<file path="src/design/ipv4hv_pkg.sv">
// Package for the IPv4 header validator: verdict codes, result record and
// fixed header constants. No dependencies.
`timescale 1ns / 1ps

package ipv4hv_pkg;

  typedef enum logic [2:0] {
    StAccept   = 3'd0,
    StTtl      = 3'd1,
    StVersion  = 3'd2,
    StHdrLen   = 3'd3,
    StDest     = 3'd4,
    StChecksum = 3'd5,
    StShort    = 3'd6
  } status_e;

  typedef struct packed {
    status_e     status;
    logic [15:0] packet_bytes;
  } verdict_t;

  localparam int          MinHeaderBytes = 20;
  localparam int          TtlPos         = 8;
  localparam int          DestFirstPos   = 16;
  localparam int          DestLastPos    = 19;
  localparam logic [3:0]  IpVersion      = 4'd4;
  localparam logic [3:0]  MinHeaderWords = 4'd5;
  localparam logic [31:0] BroadcastAddr  = 32'hFFFF_FFFF;
  localparam logic [15:0] SumGood        = 16'hFFFF;

endpackage

</file>
<file path="src/design/ipv4hv_parse.sv">
// Per-packet header capture, one's-complement header sum and verdict logic.
// Depends on ipv4hv_pkg.
`timescale 1ns / 1ps

module ipv4hv_parse #(
  parameter int COUNT_WIDTH = 16
) (
  input  logic                clk_i,
  input  logic                rst_ni,
  input  logic [31:0]         local_address_i,
  input  logic                in_fire_i,
  input  logic [7:0]          data_byte_i,
  input  logic                last_byte_i,
  output ipv4hv_pkg::verdict_t verdict_o
);
  import ipv4hv_pkg::*;

  localparam logic [COUNT_WIDTH-1:0] CountMax = {COUNT_WIDTH{1'b1}};

  logic [COUNT_WIDTH-1:0] pos_q, pos_d, count;
  logic [3:0]             ver_q, ver_d, hw_q, hw_d;
  logic [7:0]             ttl_q, ttl_d, hold_q, hold_d;
  logic [31:0]            dst_q, dst_d;
  logic [15:0]            sum_q, sum_d, fold;
  logic [16:0]            raw_sum;
  logic [5:0]             hdr_bytes, need;
  logic                   in_hdr;
  status_e                status;

  always_comb begin
    ver_d  = (pos_q == '0) ? data_byte_i[7:4] : ver_q;
    hw_d   = (pos_q == '0) ? data_byte_i[3:0] : hw_q;
    ttl_d  = (pos_q == COUNT_WIDTH'(TtlPos)) ? data_byte_i : ttl_q;
    dst_d  = (pos_q >= COUNT_WIDTH'(DestFirstPos) && pos_q <= COUNT_WIDTH'(DestLastPos)) ?
             {dst_q[23:0], data_byte_i} : dst_q;
    hold_d = pos_q[0] ? hold_q : data_byte_i;

    // Odd positions complete a 16-bit word; only words inside the header count.
    hdr_bytes = {hw_d, 2'b00};
    in_hdr    = pos_q < COUNT_WIDTH'(hdr_bytes);
    raw_sum   = {1'b0, sum_q} + {1'b0, hold_q, data_byte_i};
    fold      = raw_sum[15:0] + 16'(raw_sum[16]);
    sum_d     = (pos_q[0] && in_hdr) ? fold : sum_q;

    count = (pos_q == CountMax) ? pos_q : pos_q + 1'b1;
    pos_d = count;
    need  = (hdr_bytes < 6'(MinHeaderBytes)) ? 6'(MinHeaderBytes) : hdr_bytes;

    if (count < COUNT_WIDTH'(need)) begin
      status = StShort;
    end else if (ttl_d == 8'd0) begin
      status = StTtl;
    end else if (ver_d != IpVersion) begin
      status = StVersion;
    end else if (hw_d < MinHeaderWords) begin
      status = StHdrLen;
    end else if (dst_d != local_address_i && dst_d != BroadcastAddr) begin
      status = StDest;
    end else if (sum_d != SumGood) begin
      status = StChecksum;
    end else begin
      status = StAccept;
    end

    verdict_o.status       = status;
    verdict_o.packet_bytes = 16'(count);
  end

  always_ff @(posedge clk_i or negedge rst_ni) begin
    if (!rst_ni) begin
      pos_q  <= '0;
      ver_q  <= '0;
      hw_q   <= '0;
      ttl_q  <= '0;
      dst_q  <= '0;
      sum_q  <= '0;
      hold_q <= '0;
    end else if (in_fire_i) begin
      if (last_byte_i) begin
        pos_q  <= '0;
        ver_q  <= '0;
        hw_q   <= '0;
        ttl_q  <= '0;
        dst_q  <= '0;
        sum_q  <= '0;
        hold_q <= '0;
      end else begin
        pos_q  <= pos_d;
        ver_q  <= ver_d;
        hw_q   <= hw_d;
        ttl_q  <= ttl_d;
        dst_q  <= dst_d;
        sum_q  <= sum_d;
        hold_q <= hold_d;
      end
    end
  end

  // A finished packet leaves no trace for the next one.
  a_clear_after_last: assert property (@(posedge clk_i) disable iff (!rst_ni)
    (in_fire_i && last_byte_i) |=> (pos_q == '0 && sum_q == '0))
    else $error("packet state not cleared after last byte");

  // The position only moves on an accepted byte.
  a_pos_holds: assert property (@(posedge clk_i) disable iff (!rst_ni)
    !in_fire_i |=> $stable(pos_q))
    else $error("byte position moved without an accepted byte");

endmodule

</file>
<file path="src/design/ipv4_header_validator_unit.sv">
// Top level of the IPv4 header validator: configuration register, byte
// stream input and verdict output register. Depends on ipv4hv_pkg and
// ipv4hv_parse.
//
//   Channel   Direction  Payload
//   s_axis    in         tdata[7:0] data_byte, tlast last_byte
//   m_axis    out        tdata[2:0] status, [18:3] packet_bytes, [23:19] zero
//   cfg       in         cfg_data_i[31:0] local_address
//
// One byte is taken per cycle unless a verdict stalls; the header sum and
// field capture finish in the cycle the byte is accepted, and the registered
// verdict appears in the cycle after the last byte. Reset clears the packet
// state, the local address and the output valid. A stalled verdict blocks
// new bytes only until the cycle in which it is taken.
`timescale 1ns / 1ps

module ipv4_header_validator_unit #(
  parameter int COUNT_WIDTH = 16
) (
  input  logic        clk_i,
  input  logic        rst_ni,
  input  logic        cfg_valid_i,
  output logic        cfg_ready_o,
  input  logic [31:0] cfg_data_i,     // local_address
  input  logic        s_axis_tvalid,
  output logic        s_axis_tready,
  input  logic [7:0]  s_axis_tdata,   // [7:0] data_byte
  input  logic        s_axis_tlast,   // last_byte
  output logic        m_axis_tvalid,
  input  logic        m_axis_tready,
  output logic [23:0] m_axis_tdata    // [2:0] status, [18:3] packet_bytes
);
  import ipv4hv_pkg::*;

  logic [31:0] local_addr_q;
  logic        m_valid_q;
  verdict_t    res_q, verdict;
  logic        s_fire;

  assign cfg_ready_o   = 1'b1;
  assign s_axis_tready = !m_valid_q || m_axis_tready;
  assign s_fire        = s_axis_tvalid && s_axis_tready;

  ipv4hv_parse #(
    .COUNT_WIDTH(COUNT_WIDTH)
  ) u_parse (
    .clk_i          (clk_i),
    .rst_ni         (rst_ni),
    .local_address_i(local_addr_q),
    .in_fire_i      (s_fire),
    .data_byte_i    (s_axis_tdata),
    .last_byte_i    (s_axis_tlast),
    .verdict_o      (verdict)
  );

  always_ff @(posedge clk_i or negedge rst_ni) begin
    if (!rst_ni) begin
      local_addr_q <= '0;
    end else if (cfg_valid_i) begin
      local_addr_q <= cfg_data_i;
    end
  end

  always_ff @(posedge clk_i or negedge rst_ni) begin
    if (!rst_ni) begin
      m_valid_q <= 1'b0;
    end else if (s_fire && s_axis_tlast) begin
      m_valid_q <= 1'b1;
    end else if (m_axis_tready) begin
      m_valid_q <= 1'b0;
    end
  end

  always_ff @(posedge clk_i) begin
    if (s_fire && s_axis_tlast) begin
      res_q <= verdict;
    end
  end

  assign m_axis_tvalid = m_valid_q;
  assign m_axis_tdata  = {5'd0, res_q.packet_bytes, res_q.status};

  a_verdict_follows_last: assert property (@(posedge clk_i) disable iff (!rst_ni)
    (s_fire && s_axis_tlast) |=> m_valid_q)
    else $error("last byte accepted without a verdict");

  a_verdict_has_cause: assert property (@(posedge clk_i) disable iff (!rst_ni)
    $rose(m_valid_q) |-> $past(s_fire && s_axis_tlast))
    else $error("verdict raised without a last byte");

  a_accept_long_enough: assert property (@(posedge clk_i) disable iff (!rst_ni)
    (m_valid_q && res_q.status == StAccept) |->
      res_q.packet_bytes >= 16'(MinHeaderBytes))
    else $error("short packet accepted");

  a_count_nonzero: assert property (@(posedge clk_i) disable iff (!rst_ni)
    m_valid_q |-> res_q.packet_bytes != 16'd0)
    else $error("verdict with zero byte count");

endmodule

</file>
<file path="config.mk">
export PLATFORM = sky130hd
export DESIGN_NAME = ipv4_header_validator_unit
export DESIGN_NICKNAME = d
export VERILOG_FILES = /design/src/design/ipv4hv_pkg.sv /design/src/design/ipv4hv_parse.sv /design/src/design/ipv4_header_validator_unit.sv
export SDC_FILE = /design/constraint.sdc
export NUM_CORES = 1
export LEC_CHECK = 0
export BUFFER_PORTS_ARGS = -buffer_cell sky130_fd_sc_hd__buf_2
export CORE_UTILIZATION = 48
export DETAILED_ROUTE_END_ITERATION = 8
export PLACE_DENSITY = 0.78
export REMOVE_ABC_BUFFERS = 1
export SLEW_MARGIN = 20
export SYNTH_ARGS = -nofsm -noshare
export SYNTH_HDL_FRONTEND = slang
export SYNTH_SLANG_ARGS = --single-unit
</file>
<file path="constraint.sdc">
create_clock -name clk_i -period 10.6 [get_ports clk_i]
set_input_delay 0.53 -clock clk_i [delete_from_list [all_inputs] [get_ports clk_i]]
set_output_delay 0.53 -clock clk_i [all_outputs]
set_load 0.02 [all_outputs]
</file>
Yosys cells after proc, flatten, opt, wreduce, memory -nomap -nowiden
Cells that the tools add are included.
{"block": "totals", "regBits": 140, "in_bits": 46, "out_inout_bits": 27, "word_cells": 60}
{"block": "op_classes", "n_addsub": 3, "magnitude_cmp": 6, "n_eq_ne": 7, "n_mux": 22, "n_reduce_logical": 11}
{"op": "$mux 16", "count": 4}
{"op": "$mux 32", "count": 2}
{"op": "$lt 16x6->1", "count": 2}
{"op": "$mux 8", "count": 4}
{"op": "$ne 32x32->1", "count": 1}
{"op": "$ne 32x32->1 const B", "count": 1}
{"op": "$add 16x16->17", "count": 1}
{"op": "$add 16x1->16", "count": 1}
{"op": "$add 16x1->16 const B", "count": 1}
{"op": "$eq 16x16->1 const B", "count": 1}
{"op": "$eq 16x4->1 const B", "count": 1}
{"op": "$ge 16x5->1 const B", "count": 1}
{"op": "$le 16x5->1 const B", "count": 1}
{"op": "$logic_not 16->1", "count": 1}
{"op": "$mux 4", "count": 4}
{"op": "$ne 16x16->1 const B", "count": 1}
{"op": "$mux 3", "count": 5}
{"op": "$logic_not 8->1", "count": 1}
{"op": "$lt 6x5->1 const B", "count": 1}
{"op": "$mux 6", "count": 1}
{"op": "$logic_and 1x1->1", "count": 5}
{"op": "$lt 4x3->1 const B", "count": 1}
{"op": "$ne 4x3->1 const B", "count": 1}
{"op": "$mux 1", "count": 2}
{"op": "5 further kinds", "count": 5}

Longest topological paths before layout
Gate-level depths: netlist of run 1.
{"block": "depth", "word_depth": 11, "mapped_depth": 21, "ltp_nobuf": 21}

Modules after synthesis
A second synthesis of run 1 with hierarchy kept.
{"block": "hier_totals", "cells_unflattened": 902, "hier_area_um2": 9038.7}
{"mod": "ipv4hv_parse", "n_inst": 1, "cells_per_inst": 801, "area_per_inst_um2": 7019.2, "seq_area_each_um2": 2202.1}
{"mod": "ipv4_header_validator_unit", "n_inst": 1, "cells_per_inst": 101, "area_per_inst_um2": 2019.4, "seq_area_each_um2": 1396.3}

Worst setup path before layout of run 1
OpenSTA, ideal clock, no wires.
{"block": "synth_path", "path_type": "input to register", "from": "in s_axis_tdata[1]", "to": "reg res_q (netlist bit m_axis_tdata[0]), data pin", "setup_ns": 0.261, "arrival_ns": 4.342, "required_ns": 10.339, "path_slack_ns": 5.996, "path_stages": 21, "n_path_buf": 1, "cell_sequence": "clkbuf_1 -> inv_1 -> fa_1 -> nand2b_1 -> a21o_1 -> a21oi_1 -> o21bai_1 -> a21oi_1 -> a21oi_1 -> o21bai_1 -> ha_1 -> nor2b_1 -> o2111ai_1 -> a21oi_1 -> nand4_1 -> xnor2_1 -> or4_1 -> a221oi_2 -> o2111ai_1 -> o31ai_1 -> nand2_1"}
{"block": "synth_between", "elab_chain_len": 10, "elab_cells_between_ends": 22, "cone_classes": "2 x add/sub; 4 x order compare; 3 x eq/ne; 10 x mux; 3 x reduce/logical"}
{"element": "start, declared", "line": "ipv4_header_validator_unit.sv:27", "rtl": "input logic [7:0] s_axis_tdata,"}
{"element": "parallel branches: the longest is 10 deep, another holds $add 16x16->17"}
{"element": "end signal, assigned", "line": "ipv4_header_validator_unit.sv:76", "rtl": "res_q <= verdict;"}
{"element": "end, declared", "line": "ipv4_header_validator_unit.sv:37", "rtl": "verdict_t res_q, verdict;"}
Parallel ways; which one is timed is not known.
A chain may end at the register's enable or synchronous reset.

Final worst setup path of run 1
{"block": "layout_path", "from": "reg u_parse.sum_q[0]", "to": "reg res_q (netlist bit m_axis_tdata[2]), data pin"}
{"block": "layout_between", "elab_chain_len": 9}
{"element": "start, declared", "line": "ipv4hv_parse.sv:24", "rtl": "logic [15:0] sum_q, sum_d, fold;"}
{"element": "start signal, assigned", "line": "ipv4hv_parse.sv:93", "rtl": "sum_q <= sum_d;"}
{"element": "$add 16x16->17", "line": "ipv4hv_parse.sv:41", "rtl": "raw_sum = {1'b0, sum_q} + {1'b0, hold_q, data_byte_i};"}
{"element": "$add 16x1->16", "line": "ipv4hv_parse.sv:42", "rtl": "fold = raw_sum[15:0] + 16'(raw_sum[16]);"}
{"element": "$mux 16 *", "line": "ipv4hv_parse.sv:43", "rtl": "sum_d = (pos_q[0] && in_hdr) ? fold : sum_q;"}
{"element": "$ne 16x16->1 *", "line": "ipv4hv_parse.sv:59", "rtl": "end else if (sum_d != SumGood) begin"}
{"element": "$mux 3 *", "line": "ipv4hv_parse.sv:59"}
{"element": "$mux 3 *", "line": "ipv4hv_parse.sv:57", "rtl": "end else if (dst_d != local_address_i && dst_d != BroadcastAddr) begin"}
{"element": "$mux 3 *", "line": "ipv4hv_parse.sv:55", "rtl": "end else if (hw_d < MinHeaderWords) begin"}
{"element": "$mux 3 *", "line": "ipv4hv_parse.sv:53", "rtl": "end else if (ver_d != IpVersion) begin"}
{"element": "$mux 3 *", "line": "ipv4hv_parse.sv:51", "rtl": "end else if (ttl_d == 8'd0) begin"}
Mark *: on every way between the ends. The rest lies on a longest branch, timed or not.

==> results.txt, run 1 <==
The via count of the first global-routing pass came out at 7365. The number of flops mapped to enable cells by yosys is 19. The total power came out at between 1.5 and 2 mW. The Yosys step of the flow raised 0 warnings. In this design, the stage delay of the slowest critical-path cell is approximately 500 ps. The via-per-instance ratio came out at about 6.

The sink count of the clock tree came out at 140. The data arrival time of the critical path is around 5000 ps. The total half-perimeter wirelength after legalization and detailed placement came out at between 15000 and 20000 µm.

The ratio of final minimum period to clock period is around 46%. Setup slack on the worst reg-to-reg path comes out at roughly 5800 ps. Measured against its own limit, the worst slew margin works out to around 28%. The kind of path behind the tightest hold check is in -> async.

The area of the die is between 15000 and 20000 µm². The highest attainable clock frequency came out at 0.207 GHz. The classification of the worst setup path is reg -> reg. The worst register-to-register path has a depth of 21. The minimum setup slack in the final design is 5770 ps. The number of antenna violations at the first check in global routing came out at 0.

TritonCTS built the clock tree. The final-layout setup total negative slack came out at 0 ps. The total number of nets in the final design is 1101. The run finished, with violations left. The largest buffer count on any clock path came out at 2. The count of nets left with antenna violations once routing finished came out at 0.

Among all flip-flop cells after synthesis, the most frequent one is sky130_fd_sc_hd__dfrtp_1. The top-level I/O count is between 70 and 80. The number of distinct library cells after synthesis is 74. The worst-case vdd ir drop came out at around 130 µV. The detailed-route wire length came out at about 24000 µm. The worst clock skew on the final layout is ~12 ps.

For this block, the via count after detailed routing is 7705. The number of setup buffers added after CTS is 0. The ratio of cells with drive above 1 in the final layout came out at between 10% and 20%. The die extent in y is approximately 140 µm.

The clock input transition at the sequential cells of the worst setup and hold paths came out at 70 ps. The synthesized netlist cell count came out at between 900 and 1000. The endpoint type of the worst setup path is a flop. The number of optimization iterations in the first detailed-route pass is 8.

Setup violations remaining at the end of the flow were counted as 0. Among all stages on the critical path, the largest delay is contributed by sky130_fd_sc_hd__or4_1. The detail-routed net length per standard cell is around 19 µm. In the synthesized netlist the async set-or-reset flop fraction comes to around 86%. The number of port buffers came out at 66. Once the clock tree was built, the resizer swapped 0 gates to a different size. Across the whole layout, storage elements account for 3600 µm². The total of max-cap violations is 0. The slew of the pin with the lowest slew margin is 1080 ps. The layout overhead on the synthesized area came out at 11.0%. Global routing consumed, over all layers together, between 20% and 30% of the routing resources. The total leakage power is around 4.2 nW.

The floorplan step defined a core boundary enclosing around 18000 µm². The CTS H-tree depth is 4. The multi-input gate area in the final layout is a little under 5000 µm².

The number of failing hold endpoints at the final stage came out at 0. The signal on the critical path passes through ha_1, inv_1, fa_1, nand2b_1, a21o_1, a21oi_1, o21bai_1, a21oi_1, a21oi_1, o21bai_1, ha_1, nor2b_1, o2111ai_1, a21oi_1, nand4_1, xnor2_1, or4_1, a221oi_2, o2111ai_1, nor3_1, a21oi_1. The summed instance area of the synthesized netlist is a little under 9000 µm². The DRC marker count from the first detailed-route iteration came out at 786.

The routability congestion estimate from global placement is around 1. The initial cell density of the core came out at about half. Clock tree synthesis inserted a total of 17 buffers. The startpoint type of the worst setup path is a flop.

The data required time at the worst endpoint came out at ~11000 ps. The checks that failed: DRC. In this run, post-CTS hold repair placed 0 buffers.

Power spread over the standard cell area amounts to 194 nW/µm². Along the worst path, the maximum fanout reaches 7. Setup repair after global routing left no endpoint under its margin.

The residual DRC count is 12. Counting the fill cells in the layout gives around 1600. The minimum clock period came out at just under 5000 ps. The number of synthesized register bits is 140.

The mean instance size in the synthesized netlist is 8.94 µm². In this run the clock root is driven by a sky130_fd_sc_hd__clkbuf_16. The number of core rows is 49. The number of slew-limit violations in the final report came to 0. The sequential fraction of the synthesis area is 40.4%.

The global-route wire length before repair is around 40000 µm. The repair_antennas step left the layout with diodes totalling 0. Clock latency on the worst-skew pair, taken at its later pin, is ~440 ps.

The global route total overflow is 0. The maximum number of pins on one net before global-route repair came out at a little over 80. The setup slack after placement is around 5500 ps. The horizontal die dimension is around 140 µm.

The cell type with the highest occurrence count on the critical path is sky130_fd_sc_hd__a21oi_1.
==> where the power goes <==
group | switching [mW] | leakage [nW] | total [mW] | internal, mW
clock | 0.260 | 0.263 | 0.567 | 0.307
combinational | 0.370 | 2.16 | 0.621 | 0.251
sequential | 0.104 | 1.75 | 0.728 | 0.624
==> worst max-delay path: cells and delay by family (launching register included) <==
family | cells | cell delay (ps)
adders and majority gates | 3 | 760
DFF | 1 | 400
AOI/OAI and AO/OA | 11 | 1840
xor gates and xnor gates | 1 | 190
buffers and inverters | 1 | 60
and+or+nand+nor | 5 | 1310
==> area by class of cell <==
type,count,area share (%)
tap,229,2.90
multi-input combinational,740,49.1
inverter,56,2.12
timing repair buffer,73,3.93
sequential,140,36.4
clock buffer,17,4.30
clock inverter,15,1.32
==> metal layers <==
layer / track usage [%] / wire [µm] / vias up
met5: 0 / 0 / -
met4: 12.3 / 848 / 0
met3: 4.26 / 1270 / 56
met2: 41.0 / 11200 / 265
met1: 36.1 / 10800 / 3702
li1: - / - / 3682
==> cell usage in the layout (no fill, tap or decap), drive strengths merged, types with 18 or more instances in the layout <==
cell,n
nand2,129
dfrtp,121
o21ai,100
buf,73
inv,64
a21oi,45
nor2,37
a22oi,37
nand4,27
mux2,26
ha,26
xnor2,25
xor2,25
nand3,23
nor4,20
edfxtp,19
nor3,18
==> stage by stage <==
| step | instance area (µm²) | hold WS, ps | std cells | utilization, % |
|---|---|---|---|---|
| detailed placement | 9330 | 474 | 1238 | 51.6 |
| global placement | 9330 | 463 | 1238 | 51.6 |
| CTS | 9890 | 84.7 | 1270 | 54.7 |
| global route | 9890 | 109 | 1270 | 54.7 |
| finish | 9890 | 70.9 | 1270 | 54.7 |
| floorplan | 8650 | 234 | 936 | - |
==> logic make-up after synthesis <==
kind of cell | after synthesis | synth area share [%]
other | 2 | 0.0843
xor gates and xnor gates | 50 | 4.91
and+or+nand+nor | 335 | 19.9
AOI/OAI and AO/OA | 286 | 20.8
adders and majority gates | 27 | 3.88
buffers and inverters | 121 | 5.49
muxes | 36 | 4.55
DFF | 140 | 40.4
==> cell usage after synthesis (13+ instances only) <==
| cell type | count | area share [%] |
|---|---|---|
| sky130_fd_sc_hd__nand2_1 | 129 | 5.4 |
| sky130_fd_sc_hd__dfrtp_1 | 121 | 34 |
| sky130_fd_sc_hd__o21ai_0 | 98 | 5.5 |
| sky130_fd_sc_hd__inv_1 | 56 | 2.4 |
| sky130_fd_sc_hd__clkbuf_1 | 53 | 2.2 |
| sky130_fd_sc_hd__a21oi_1 | 45 | 2.5 |
| sky130_fd_sc_hd__a22oi_1 | 37 | 3.1 |
| sky130_fd_sc_hd__nor2_1 | 37 | 1.6 |
| sky130_fd_sc_hd__ha_1 | 26 | 3.7 |
| sky130_fd_sc_hd__mux2_2 | 26 | 3.3 |
| sky130_fd_sc_hd__nand4_1 | 26 | 1.8 |
| sky130_fd_sc_hd__xnor2_1 | 25 | 2.5 |
| sky130_fd_sc_hd__xor2_1 | 25 | 2.5 |
| sky130_fd_sc_hd__nand3_1 | 23 | 1.3 |
| sky130_fd_sc_hd__edfxtp_1 | 19 | 6.4 |
| sky130_fd_sc_hd__nor3_1 | 18 | 1.0 |
| sky130_fd_sc_hd__nor4_1 | 17 | 1.2 |
| sky130_fd_sc_hd__a22o_1 | 15 | 1.5 |
| sky130_fd_sc_hd__and3_1 | 14 | 0.98 |
| sky130_fd_sc_hd__nand2b_1 | 14 | 0.98 |
| sky130_fd_sc_hd__o22ai_1 | 14 | 0.98 |
| sky130_fd_sc_hd__and2_1 | 13 | 0.91 |
==> worst paths after layout <==
kind                                  start               end
min in group clk_i           cfg_data_i[18]  local_addr_q[18]
max                        u_parse.sum_q[0]   m_axis_tdata[2]
max in group asynchronous            rst_ni  u_parse.pos_q[9]
min                                  rst_ni  local_addr_q[31]
max reg2reg                u_parse.sum_q[0]   m_axis_tdata[2]
min reg2reg                 u_parse.hw_q[2]   u_parse.hw_q[2]
==> state kept, by name (all words and copies together) (netlist names) <==
register / cells
u_parse.dst_q: 32
u_parse.ver_q: 4
u_parse.hw_q: 4
u_parse.ttl_q: 8
m_axis_tdata: 19
m_axis_tvalid: 1
u_parse.sum_q: 16
local_addr_q: 32
u_parse.hold_q: 8
u_parse.pos_q: 16
(Power assumes the default switching activity.)
==> inputs of run 2 (changes only) <==
--- a/config.mk
+++ b/config.mk
@@ -8,7 +8,7 @@
 export BUFFER_PORTS_ARGS = -buffer_cell sky130_fd_sc_hd__buf_2
 export CORE_UTILIZATION = 48
 export DETAILED_ROUTE_END_ITERATION = 8
-export PLACE_DENSITY = 0.78
+export PLACE_DENSITY = 0.81
 export REMOVE_ABC_BUFFERS = 1
 export SLEW_MARGIN = 20
 export SYNTH_ARGS = -nofsm -noshare
==> constraint.sdc (replaced) <==
create_clock -name clk_i -period 4.2 [get_ports clk_i]
set_input_delay 0.21 -clock clk_i [delete_from_list [all_inputs] [get_ports clk_i]]
set_output_delay 0.21 -clock clk_i [all_outputs]
set_load 0.02 [all_outputs]
==> run 2 against run 1 <==
Effect of this change: highest routed layer unchanged; critical path type unchanged; the flow finishes with violations (DRC, setup timing); clock skew is 1.9 ps lower; sequential power is 150% higher; routed wire length is 7.8% higher; final area is 6.1% higher.
==> results.txt, run 2 (synthesized netlist as in run 1, its figures left out) <==
The layout overhead on the synthesized area is 17.8%. The post-route worst hold slack came out at 9.93 ps (-60.9 ps). The library cell used most frequently in the layout, excluding fill and tap cells, is sky130_fd_sc_hd__nand2_1. The total number of nets in the final design is 1170 (+6.3%). The biggest fanout along the worst timing path came out at 2 (-5). The part of the total power dissipated in sequential elements came out at 34.7% (-3.3 points). The clock share of power is 28.2% (-1.4 points). The worst clock skew on the final layout came out at 9.62 ps (-1.89 ps). The horizontal die dimension came out at 138 µm (unchanged). The number of clock buffers inserted by TritonCTS came out at 17 (unchanged). The sink count of the clock tree came out at 140 (unchanged). The buffer and inverter count on the worst path came to 1 (unchanged). The global-route wire length before repair is 42000 µm (+5.8%). Setup repair after global routing could not meet its margin everywhere. The area of the die came out at 19100 µm² (unchanged). The kind of cell with the highest combined delay along the critical path is compound AO/OA/AOI/OAI gates. The data arrival time of the critical path was 4610 ps (-400 ps). The highest attainable clock frequency was 0.226 GHz (+9.2%). The overall track demand over capacity in global routing came out at 27.8% (+1.5 points). The delay of the slowest cell on the worst path came out at 480 ps (-20 ps). The detailed-route wire length came to 26100 µm (+7.8%). The via count of the first global-routing pass came out at 8085 (+9.8%). The number of slew-limit violations in the final report came out at 0 (unchanged). The DRC marker count from the first detailed-route iteration is 842 (+7.1%).

The cell type with the highest occurrence count on the critical path is sky130_fd_sc_hd__a21oi_2. The total of max-cap violations came out at 0 (unchanged). The number of antenna violations at the first check in global routing was 0 (unchanged).

The number of core rows is 49 (unchanged). The initial cell density of the core came to 49.3% (unchanged). The core footprint came out at 18100 µm² (unchanged).

The routability congestion estimate from global placement is 0.988 (about the same). The detail-routed net length per standard cell was 19.5 µm (+2.3%). The antenna diode instance count came to 0 (unchanged). The residual DRC count is 12 (unchanged). The ratio of final minimum period to clock period came out at 105% (+60 points). The die extent in y is 138 µm (unchanged). The combinational fraction of design power came out at 37.2% (+4.8 points). The global route total overflow is 0 (unchanged). The critical path is of the reg -> reg type. The number of failing hold endpoints at the final stage is 0 (unchanged).

The number of filler cells placed in the layout was 1544 (-4.8%). The worst-case headroom to the max-slew limit came out at 30.9% (+2.9 points). The cell-internal power came to 3.29 mW (+180%). The tree is rooted in a sky130_fd_sc_hd__clkbuf_16. The largest buffer count on any clock path was 2 (unchanged). The critical path goes through ha_2, inv_1, fa_2, nand2b_4, a21o_1, a21oi_2, o21bai_1, a21oi_2, a21oi_1, o21bai_1, ha_2, nor2b_4, o2111ai_2, a21oi_2, nand4_1, xnor2_2, or4_4, a221oi_2, o2111ai_2, o31ai_1, nand2_1. The switching portion of total power came to 36.7% (-1.6 points). The slew of the pin with the lowest slew margin is 1040 ps (-40.0 ps).

The net switching power was 1.91 mW (+160%). The clock insertion delay at the later pin of the skew report came out at 430 ps (about the same). The number of optimization iterations in the first detailed-route pass came out at 7 (-1). The data required time at the worst endpoint came out at 4380 ps (-6400 ps). The total leakage power came out at 4.52 nW (+8.4%).

The total power came to 5.21 mW (+170%). The clock input transition at the sequential cells of the worst setup and hold paths came to 60 ps (about the same). The CTS H-tree depth is 4 (unchanged). The flow ran to the end, but the final reports show violations. The minimum setup slack in the final design was -226 ps (-5990 ps). The maximum number of pins on one net before global-route repair came to 82 (-1.2%).

The final reports fail on DRC, setup timing. The top cell types in the final layout, fill and taps aside, are 128 x sky130_fd_sc_hd__nand2_1, 121 x sky130_fd_sc_hd__dfrtp_1, 98 x sky130_fd_sc_hd__o21ai_0, 73 x sky130_fd_sc_hd__buf_4, 65 x sky130_fd_sc_hd__buf_2. The slowest stage of the critical path is the sky130_fd_sc_hd__or4_4 cell.

The worst setup path is captured at a flop. The top-level I/O count is 73 (unchanged). The number of port buffers is 66 (unchanged). The count of final setup violators is 2 (+2). The kind of path behind the tightest hold check is in -> reg. The minimum clock period is 4430 ps (-407 ps). The clock tree from TritonCTS is built. The power density over the cells is 496 nW/µm² (+160%).

STA classifies the critical path startpoint as a flop. The antenna violation net count after detailed routing was 0 (unchanged). The total half-perimeter wirelength after legalization and detailed placement is 18300 µm (+7.4%). The via-per-instance ratio is 6.19 (+2.0%). The ratio of cells with drive above 1 in the final layout came out at 20.5% (+6.0 points). The worst-case vdd ir drop is 327 µV (+150%). The via total after detailed routing is 8290 (+7.6%).
-- run 2: cell count changes in the layout (fill, tap and decap cells not counted), moves of 3 or more --
cell | previous run | this run
sky130_fd_sc_hd__a21oi_1 | 45 | 42
sky130_fd_sc_hd__a21oi_2 | 0 | 3
sky130_fd_sc_hd__dlygate4sd3_1 | 0 | 4
sky130_fd_sc_hd__buf_4 | 7 | 73
sky130_fd_sc_hd__inv_8 | 3 | 0
sky130_fd_sc_hd__ha_1 | 26 | 23
sky130_fd_sc_hd__ha_2 | 0 | 3
sky130_fd_sc_hd__clkinv_2 | 1 | 4
sky130_fd_sc_hd__inv_6 | 5 | 0
-- run 2: final timing paths --
kind	cells past startpoint	slack, ps	from	to
hold / removal	2	10	cfg_data_i[4]	local_addr_q[4]
setup / recovery	21	-230	u_parse.sum_q[0]	m_axis_tdata[0]
setup reg to reg	21	-230	u_parse.sum_q[0]	m_axis_tdata[0]
max in group asynchronous	3	2840	rst_ni	u_parse.dst_q[1]
min in group asynchronous	2	410	rst_ni	local_addr_q[31]
hold reg to reg	2	480	u_parse.hw_q[3]	u_parse.hw_q[3]
-- run 2: metal layers --
metal  track usage [%]  share of wire (%)  vias up  wire, µm
met5                 0                  0        -         0
met4              11.9                2.8        0       720
met3              4.54                6.1       61      1590
met2              45.8                 49      361     12700
met1              36.5                 43     4036     11100
li1                  -                  -     3832         -
-- run 2: cell type report --
class	instances	area (µm²)	share of cell area (%)
well taps	229	287	2.73
clock inverters	13	128	1.22
inverters	56	210	2.00
multi-input cells	740	4930	46.9
flip-flops and latches	140	3600	34.3
clock buffers	19	433	4.12
repair buffers	142	913	8.70
-- run 2: repair_timing --
item	4_1_cts	5_1_grt
buffers inserted	4	3
hold buffers	4	0
pin swaps	11	12
hold endpoints to repair	61	0
gates resized for setup	9	7
setup endpoints to repair	2	3
-- run 2: worst reg2reg max path, cell delays in order, from the launching register on --
cell	delay, ps
sky130_fd_sc_hd__dfrtp_1	350
sky130_fd_sc_hd__ha_2	180
sky130_fd_sc_hd__inv_1	50
sky130_fd_sc_hd__fa_2	340
sky130_fd_sc_hd__nand2b_4	150
sky130_fd_sc_hd__a21o_1	200
sky130_fd_sc_hd__a21oi_2	160
sky130_fd_sc_hd__o21bai_1	110
sky130_fd_sc_hd__a21oi_2	170
sky130_fd_sc_hd__a21oi_1	90
sky130_fd_sc_hd__o21bai_1	180
sky130_fd_sc_hd__ha_2	210
sky130_fd_sc_hd__nor2b_4	150
sky130_fd_sc_hd__o2111ai_2	130
sky130_fd_sc_hd__a21oi_2	140
sky130_fd_sc_hd__nand4_1	170
sky130_fd_sc_hd__xnor2_2	180
sky130_fd_sc_hd__or4_4	480
sky130_fd_sc_hd__a221oi_2	270
sky130_fd_sc_hd__o2111ai_2	180
sky130_fd_sc_hd__o31ai_1	220
sky130_fd_sc_hd__nand2_1	70
-- run 2: through the flow --
stage / TNS (ps) / setup WS, ps / utilization [%] / std cells / cell area [µm²]
2_1_floorplan: -32400 / -1120 / - / 936 / 8650
3_3_place_gp: -175 / -111 / 54.0 / 1296 / 9770
3_5_place_dp: -679 / -349 / 54.0 / 1296 / 9770
4_1_cts: -389 / -212 / 57.7 / 1336 / 10400
5_1_grt: -836 / -429 / 58.0 / 1339 / 10500
6_report: -388 / -226 / 58.0 / 1339 / 10500
-- run 2: power by group through the flow --
| stage | logic (mW) | clock network, mW | registers [mW] |
|---|---|---|---|
| 3_5_place_dp | 1.80 | 0 | 1.82 |
| 6_report | 1.93 | 1.47 | 1.81 |
| 4_1_cts | 1.87 | 1.47 | 1.80 |
| 3_3_place_gp | 1.76 | 0 | 1.81 |
| 2_1_floorplan | 1.15 | 0 | 1.77 |
| 5_1_grt | 2.11 | 1.53 | 1.83 |
